## config.mk

```make
export PLATFORM = sky130hd
export DESIGN_NAME = hsm_key_cmp
export DESIGN_NICKNAME = d
export VERILOG_FILES = /design/src/rtl/hsm_pkg.sv /design/src/rtl/hsm_key_cmp.sv
export SDC_FILE = /design/constraint.sdc
export NUM_CORES = 1
export LEC_CHECK = 0
export ABC_AREA = 1
export BUFFER_PORTS_ARGS = -buffer_cell sky130_fd_sc_hd__buf_2
export CAP_MARGIN = 20
export CORE_ASPECT_RATIO = 1.5
export CORE_MARGIN = 1.5
export CORE_UTILIZATION = 47
export DETAILED_ROUTE_END_ITERATION = 12
export PLACE_DENSITY = 0.9
export SYNTH_ARGS = -nofsm -noshare
export SYNTH_HDL_FRONTEND = slang
export SYNTH_SLANG_ARGS = --single-unit
```

## constraint.sdc

```tcl
create_clock -name vclk -period 3.25
set_input_delay 0.1625 -clock vclk [all_inputs]
set_output_delay 0.1625 -clock vclk [all_outputs]
set_load 0.02 [all_outputs]
```

## src/rtl/hsm_pkg.sv

```systemverilog
package hsm_pkg;

    localparam int CAPACITY = 256;
    localparam int IDX_W    = $clog2(CAPACITY);
    localparam int CNT_W    = IDX_W + 1;
    localparam int POOL_W   = 32;
    localparam int PAY_W    = 32;
    localparam int KEY_W    = 64;

    localparam logic [2:0] ACT_INSERT = 3'd0;
    localparam logic [2:0] ACT_REMOVE = 3'd1;
    localparam logic [2:0] ACT_READ   = 3'd2;
    localparam logic [2:0] ACT_SORT   = 3'd3;
    localparam logic [2:0] ACT_CLEAR  = 3'd4;

    localparam logic [1:0] STS_OK      = 2'd0;
    localparam logic [1:0] STS_INVALID = 2'd1;
    localparam logic [1:0] STS_FULL    = 2'd2;

    typedef struct packed {
        logic [2:0]              action;
        logic [IDX_W-1:0]        handle_index;
        logic [POOL_W-1:0]       handle_pool;
        logic [PAY_W-1:0]        payload;
        logic signed [KEY_W-1:0] sort_key;
    } cmd_t;

    typedef struct packed {
        logic [1:0]              status;
        logic [IDX_W-1:0]        new_index;
        logic [POOL_W-1:0]       new_pool;
        logic [PAY_W-1:0]        read_payload;
        logic signed [KEY_W-1:0] read_key;
    } result_t;

    typedef struct packed {
        logic [IDX_W-1:0]        slot;
        logic [PAY_W-1:0]        payload;
        logic signed [KEY_W-1:0] key;
    } dense_t;

    localparam int DENSE_W = $bits(dense_t);

    typedef enum logic [3:0] {
        ST_IDLE,
        ST_DISPATCH,
        ST_INS_POP,
        ST_INS_WRITE,
        ST_REM_MOVE,
        ST_RD_S2D,
        ST_RD_OUT,
        ST_SORT_GETI,
        ST_SORT_CMP,
        ST_SORT_PLACE,
        ST_MAP
    } state_t;

endpackage

```

## src/rtl/hsm_key_cmp.sv

```systemverilog
module hsm_key_cmp
    import hsm_pkg::*;
(
    input  logic signed [KEY_W-1:0] a,
    input  logic signed [KEY_W-1:0] b,
    output logic                    gt
);

    assign gt = (a > b);

endmodule

```

==> out/metrics.csv <==
metric,value,unit
status,"complete, no violations",
p_int,0.140,mW
worstPathRequired,3.09,ns
cp-end-kind,primary output,
power_frac_seq,0,%
routed_wl,4.36,mm
period_share,55.2,%
crit_family,simple AND/OR/NAND/NOR gates,
diodes,0,
hpwl,4.23,mm
cp-start-kind,input port,
yosysTopAreaCell,ha_1,
p_switching,0.141,mW
stdcell_count,477,
drv_slew,0,
critPathKind,in2out,
antenna_found_initial,0,
worst_ep_arrival_time,1.63,ns
cp_cell_sequence,buf_2 > inv_1 > ha_1 > nand2_1 > nor3_2 > nand3_1 > nor3_2 > nand2_1 > nand3_1 > nand2_1 > nor2_1 > buf_2,
ir_drop,0.0000772,V
grt_pass1_wl,6.76,mm
finalPower,0.282,mW
nNetsFinal,628,
hold_class,in2out,
final.min_clock_period,1.79,ns
io_buffers,129,
tightestPinTransition,0.213,ns
die-area,4300,um^2
drtIter0Drc,15,
wl_per_cell,9.14,um
grt_overflow,0,
rows,27,
syn_inst,305,
drive_above_1_share,35.5,%
viasPerCell,4.69,
n_fill_cell,337,
holdWs,0.900,ns
nClkBuffers,0,
seq_cell_count,0,
core-area,3720,um^2
die_w,54.0,um
avgSynthCellArea,6.02,um^2
yosysSeqAreaShare,0,%
slowest_stage,ha_1,
syn_area,1840,um^2
drcViolationCount,0,
initial_core_util,49.4,%
fmax,557,MHz
drt_pass1_iterations,4,
grt_pass1_vias,2049,
syn_to_final_growth,38.1,%
place_inst,477,
rsz0062_at_grt,false,
vias,2238,
cts_hold_buffers,0,
setup_viol,0,
synth_fp_nets,497,
cellPowerDensity,111,nW/um^2
worstPathMaxFanout,3,
netlist_top_cells_area,"ha_1 44%, nand2_1 16%, inv_1 16%, a21oi_1 6.8%, nor2_1 3.5%",
num_io_pins,129,
register_area,0,um^2
p_sw_share,50.2,%
yosys_warnings,0,
post-cts-setup-buffers,0,
hold_viol_final,0,
tns,0,ns
maxSlewHeadroom,85.7,%
die_h,79.5,um
cp_common_cell,nand2_1,
synth.distinct_cells,18,
slowest_delay,0.29,ns
gp_congestion,0.755,
pwr-share-clk,0,%
track_usage,19.4,%
cap_viol_max_count,0,
p_leak,1.78,nW
grt_max_degree,5,
path_buf_inv,3,
ctsResizeCount,0,
yosys.area.top_type_share,43.6,%
p_comb_share,100.0,%
final_antenna_net_count,0,
-- power groups by stage --
stage / logic [mW] / clock network, mW / registers, mW
6_report: 0.282 / 0 / 0
5_1_grt: 0.330 / 0 / 0
2_1_floorplan: 0.169 / 0 / 0
3_3_place_gp: 0.270 / 0 / 0
4_1_cts: 0.286 / 0 / 0
3_5_place_dp: 0.284 / 0 / 0
-- layout by cell type (no fill, tap or decap) --
cell,instances
o21ai_0,4
a21oi_1,25
nor2_4,2
clkinv_1,1
inv_2,11
o21a_1,1
nor2_1,17
nand2_2,4
buf_2,129
nor3_2,2
nand2_1,79
nand3_1,6
a21oi_2,1
nand4_1,4
ha_1,64
nor2_2,4
nand4_2,1
inv_1,76
a21o_1,3
-- Yosys cell counts (all sizes together) --
| master | instances |
|---|---|
| nand2 | 83 |
| ha | 64 |
| clkinv | 1 |
| nor3 | 2 |
| nand3 | 6 |
| a21o | 3 |
| o21ai | 4 |
| a21oi | 26 |
| nor2 | 23 |
| o21a | 1 |
| nand4 | 5 |
| inv | 87 |
-- cells by family after synthesis --
family / after synthesis / synth area share [%]
AND/OR/NAND/NOR: 119 / 28.4
buffers and inverters: 88 / 18.0
AO/OA/AOI/OAI: 34 / 10.0
adder cells (fa/ha/maj): 64 / 43.6
-- metal layers --
| metal | vias to the layer above | wire, um | global-route usage (%) |
|---|---|---|---|
| met5 | - | 0 | 0 |
| met4 | 0 | 3 | 1.50 |
| met3 | 2 | 350 | 2.06 |
| met2 | 83 | 2560 | 45.6 |
| met1 | 949 | 1450 | 15.2 |
| li1 | 1204 | - | - |
-- through the flow --
| step | util (%) | setup slack (ns) | area [um^2] |
|---|---|---|---|
| 6_report | 68.2 | 1.46 | 2530 |
| 2_1_floorplan | - | 1.65 | 1840 |
| 4_1_cts | 68.2 | 1.43 | 2530 |
| 3_3_place_gp | 68.2 | 1.46 | 2530 |
| 5_1_grt | 68.2 | 1.25 | 2530 |
| 3_5_place_dp | 68.2 | 1.44 | 2530 |
-- worst paths after layout --
kind	start	slack, ns	cells past startpoint	to
worst max-delay path	b[47]	1.46	12	gt
worst min-delay path	a[63]	0.90	5	gt
-- cell type report --
class | instances | area [um^2] | area share (%)
inverter | 88 | 330 | 13.0
multi-input combinational | 217 | 1510 | 59.4
tap | 43 | 53.8 | 2.12
timing repair buffer | 129 | 646 | 25.5
-- tightest hold or removal path, stage by stage --
cell,delay [ns]
buf_2,0.08
ha_1,0.18
a21oi_1,0.06
nor2_1,0.09
buf_2,0.17
Power figures use the tool's default switching activity.
