$ cat src/rtl/hsm_pkg.sv
package hsm_pkg;

    localparam int CAPACITY = 256;
    localparam int IDX_W    = $clog2(CAPACITY);
    localparam int CNT_W    = IDX_W + 1;
    localparam int POOL_W   = 32;
    localparam int PAY_W    = 32;
    localparam int KEY_W    = 64;

    localparam logic [2:0] ACT_INSERT = 3'd0;
    localparam logic [2:0] ACT_REMOVE = 3'd1;
    localparam logic [2:0] ACT_READ   = 3'd2;
    localparam logic [2:0] ACT_SORT   = 3'd3;
    localparam logic [2:0] ACT_CLEAR  = 3'd4;

    localparam logic [1:0] STS_OK      = 2'd0;
    localparam logic [1:0] STS_INVALID = 2'd1;
    localparam logic [1:0] STS_FULL    = 2'd2;

    typedef struct packed {
        logic [2:0]              action;
        logic [IDX_W-1:0]        handle_index;
        logic [POOL_W-1:0]       handle_pool;
        logic [PAY_W-1:0]        payload;
        logic signed [KEY_W-1:0] sort_key;
    } cmd_t;

    typedef struct packed {
        logic [1:0]              status;
        logic [IDX_W-1:0]        new_index;
        logic [POOL_W-1:0]       new_pool;
        logic [PAY_W-1:0]        read_payload;
        logic signed [KEY_W-1:0] read_key;
    } result_t;

    typedef struct packed {
        logic [IDX_W-1:0]        slot;
        logic [PAY_W-1:0]        payload;
        logic signed [KEY_W-1:0] key;
    } dense_t;

    localparam int DENSE_W = $bits(dense_t);

    typedef enum logic [3:0] {
        ST_IDLE,
        ST_DISPATCH,
        ST_INS_POP,
        ST_INS_WRITE,
        ST_REM_MOVE,
        ST_RD_S2D,
        ST_RD_OUT,
        ST_SORT_GETI,
        ST_SORT_CMP,
        ST_SORT_PLACE,
        ST_MAP
    } state_t;

endpackage

$ cat src/rtl/hsm_ram.sv
module hsm_ram
    import hsm_pkg::*;
#(
    parameter int WIDTH = 8,
    parameter int DEPTH = 256
)
(
    input  logic                     clk,
    input  logic                     we,
    input  logic [$clog2(DEPTH)-1:0] waddr,
    input  logic [WIDTH-1:0]         wdata,
    input  logic [$clog2(DEPTH)-1:0] raddr,
    output logic [WIDTH-1:0]         rdata
);

    logic [WIDTH-1:0] mem [DEPTH];
    logic [WIDTH-1:0] rdata_reg;

    always_ff @(posedge clk)
    begin
        if (we)
        begin
            mem[waddr] <= wdata;
        end
        rdata_reg <= mem[raddr];
    end

    assign rdata = rdata_reg;

endmodule

$ cat config.mk
export PLATFORM = sky130hd
export DESIGN_NAME = hsm_ram
export DESIGN_NICKNAME = d
export VERILOG_FILES = /design/src/rtl/hsm_pkg.sv /design/src/rtl/hsm_ram.sv
export SDC_FILE = /design/constraint.sdc
export NUM_CORES = 2
export LEC_CHECK = 0
export ABC_CLOCK_PERIOD_IN_PS = 2590
export BUFFER_PORTS_ARGS = -buffer_cell sky130_fd_sc_hd__buf_2
export CAP_MARGIN = 40
export CORE_AREA = 2 2 377 379
export DETAILED_ROUTE_END_ITERATION = 8
export DIE_AREA = 0 0 379 381
export GPL_TIMING_DRIVEN = 0
export MAX_ROUTING_LAYER = met4
export PLACE_DENSITY_LB_ADDON = 0.1
export REMOVE_ABC_BUFFERS = 1
export SLEW_MARGIN = 25
export SYNTH_ARGS = -nofsm -noshare
export SYNTH_HDL_FRONTEND = slang
export SYNTH_SLANG_ARGS = --single-unit
$ cat constraint.sdc
create_clock -name clk -period 2.59 [get_ports clk]
set_input_delay 0.6475 -clock clk [delete_from_list [all_inputs] [get_ports clk]]
set_output_delay 0.6475 -clock clk [all_outputs]
set_load 0.01 [all_outputs]
==> impl_metrics.toml <==
[power]
ir_drop_mv = 0.561
power_frac_clock_pct = 40.8
power_frac_comb_pct = 5.5
p_int_mw = 54.1
power_density_nw_per_um2 = 754
netSwitchingPower_mw = 14.3
leakagePower_nw = 28.2
seqPwrFrac_pct = 53.7
switching_share_pct = 20.9

[floorplan]
coreArea_um2 = 141000
dieWidth_um = 379
dieArea_um2 = 144000
die_y_um = 381
start_util_pct = 56.6
core.rowCount = 138
io_pins = 34

[sta]
rsz0062_at_grt = "false"
fmax_ghz = 0.384
finalSetupViolations = 9
finalHoldViolCount = 0
max_slew_margin_pct = 39.6
worst_pin_slew_ps = 903
slew_viol_final = 0
finalClockSkew_ps = 25.0
layout_setup_ws_ps = -11.1
fin_crit_ps = 2600
post-route-period-util_pct = 100

[place]
place_area_um2 = 82500
portBuffers = 33
dp_slack_ps = -2620
hpwlAfterDp_um = 117000
gp_congestion = 0.845

[critical_path]
start_kind = "input port"
r2r-end = "rdata[3]"
cp_slowest_stage_delay_ps = 930
regToRegStartpoint = "mem[82][3]"
crit_fanout = 16
crit_slowest_cell = "nor2_1"
crit_path_end_kind = "register"
crit_type = "input port to register"
cp.required_ps = 3030
cp.arrival_ps = 3040
path_cells = "buf_2 -> nor2b_1 -> nand3_1 -> nor2_1"
r2r_slack_ps = 100
r2r_cells = 6

[status]
status = "finished, violations left"
violations = "negative setup slack"

[clocking]
cts-htree-levels = 4
cts_tree = "yes"
clkTransAtPathRegs_ps = 60
cts_max_path_buffers = 3
root_buffer = "clkbuf_16"
holdBufCountCts = 0
numCtsBuffers = 198
worstSkewPairLatency_ps = 830
cts.sinks = 2056

[synth]
synth.area.top_cells = "edfxtp_1, mux4_2, mux2i_1"
synth_cell_type_count = 55
avgSynthCellArea_um2 = 21.3
yosys_warnings = 0
async_reset_ff_share_pct = 0
yosysSeqAreaShare_pct = 77.5
synth_top_area_share_pct = 77.3
yosys-top-cells-count = "edfxtp_1, mux4_2, nor2_1"
synth-edff-count = 2048
ys.flop_type = "edfxtp_1"
syn-cell-area_um2 = 79600
synth_top_area_cell = "edfxtp_1"
syn_inst = 3733
synth_most_common_cell = "edfxtp_1"
ys_ff_latch = 2056

[grt]
grt_pass1_wl_um = 284000
grt_pass1_vias = 39458
grt_use_total_pct = 28.9
grt_max_degree = 125
antenna_found_initial = 9
gr-total-overflow = 0

[detailed_routing]
route.detailed.drc = 0
wl_met1_um = 75700
vias = 39507
dr_wl_met3_um = 18600
postRouteAntennaNets = 0
firstDrtPassIters = 9
via_per_inst = 6.61
top_layer_used = "met4"
wirelength_um = 201000
drtIter0Drc = 4810
wl_met2_um = 99800
routedWlPerCell_um = 33.6

[min_path]
worstHoldPathCells = 1
hold_path_class = "input port to register"
worstHoldEndpoint = "mem[124][5]"
min-delay-start = "wdata[5]"

[final_layout]
post-route-cell-area_um2 = 90700
syn2layout_area_growth_pct = 14.0
largest_register_ffs = 2048
fin_nets = 3939
drive_gt1_share_pct = 25.8
fin_util_pct = 64.5
nFillCells = 9152

[job]
maxCapViolCount = 0
placed cells by master (no fill, tap or decap), types with 11 or more instances in the layout:
cell type  instances
edfxtp_1        2048
mux4_2           454
nor2_1           242
clkbuf_16        206
mux2i_1          134
a22oi_1          132
a21oi_1           89
clkbuf_1          64
buf_4             62
buf_16            46
o221ai_1          45
clkinv_1          40
nor2_2            37
clkinv_2          33
nand2_1           31
o22ai_1           28
buf_2             26
nor2b_1           25
nand3_1           25
bufbuf_16         20
buf_6             17
buf_8             16
bufinv_16         15
a211oi_1          12
nor4_2            11
nor3_1            11
per-layer routing:
layer / vias to the layer above / GRT usage, %
met5: - / -
met4: 0 / 8.12
met3: 368 / 5.21
met2: 2079 / 45.6
met1: 20949 / 39.2
li1: 16111 / -
critical path: cells and delay by family:
| family | cells | cell delay [ps] |
|---|---|---|
| and+or+nand+nor | 3 | 2160 |
| buffers and inverters | 1 | 210 |
logic make-up after synthesis:
kind of cell | after synthesis | synth area share [%]
AOI/OAI and AO/OA | 385 | 3.42
buffers and inverters | 235 | 1.83
DFF | 2056 | 77.5
muxes | 591 | 14.6
and+or+nand+nor | 466 | 2.63
through the flow:
| stage | power [mW] | std cells | hold slack (ps) | setup TNS (ps) |
|---|---|---|---|---|
| finish | 68.4 | 5975 | 194 | -67.3 |
| global route | 70.1 | 5972 | 156 | 0 |
| CTS | 68.7 | 5922 | 140 | -51.5 |
| detailed placement | 40.8 | 5509 | 1040 | -1465380 |
| global placement | 41.5 | 5423 | 1050 | -7883750 |
| floorplan | 38.7 | 3500 | 746 | -3400 |
layout make-up:
| type | instances | area, µm² | share of cell area (%) |
|---|---|---|---|
| Antenna cell | 6 | 15.0 | 0.0166 |
| Clock buffer | 269 | 5370 | 5.92 |
| Clock inverter | 97 | 880 | 0.970 |
| Inverter | 2 | 12.5 | 0.0138 |
| Multi-Input combinational cell | 1443 | 17100 | 18.9 |
| Sequential cell | 2056 | 61700 | 68.0 |
| Tap cell | 1890 | 2360 | 2.61 |
| Timing Repair Buffer | 212 | 3270 | 3.61 |
how the worst max path moves through the flow:
stage | from | end | slack (ps) | cells past startpoint
final | waddr[7] | mem[169][2] | -10 | 4
after detailed placement | raddr[0] | rdata[5] | -2620 | 9
after global placement | raddr[0] | rdata[1] | -17360 | 7
after global routing | raddr[2] | rdata[1] | 6 | 9
after CTS | raddr[3] | rdata[5] | -50 | 8
after floorplan | raddr[2] | rdata[6] | -470 | 6
timing repair:
item                       in CTS  in global routing
setup endpoints to repair     350                160
setup buffers                  23                  2
gates resized for setup        87                 29
gates cloned                   24                  2
pin swaps                       6                  2
power groups by stage:
stage / Combinational (mW) / Sequential [mW] / Clock, mW
2_1_floorplan: 1.29 / 37.4 / 0
3_3_place_gp: 3.96 / 37.6 / 0
3_5_place_dp: 3.36 / 37.4 / 0
4_1_cts: 3.72 / 36.7 / 28.2
5_1_grt: 3.94 / 36.7 / 29.5
6_report: 3.77 / 36.7 / 27.9
(Power assumes the default switching activity.)
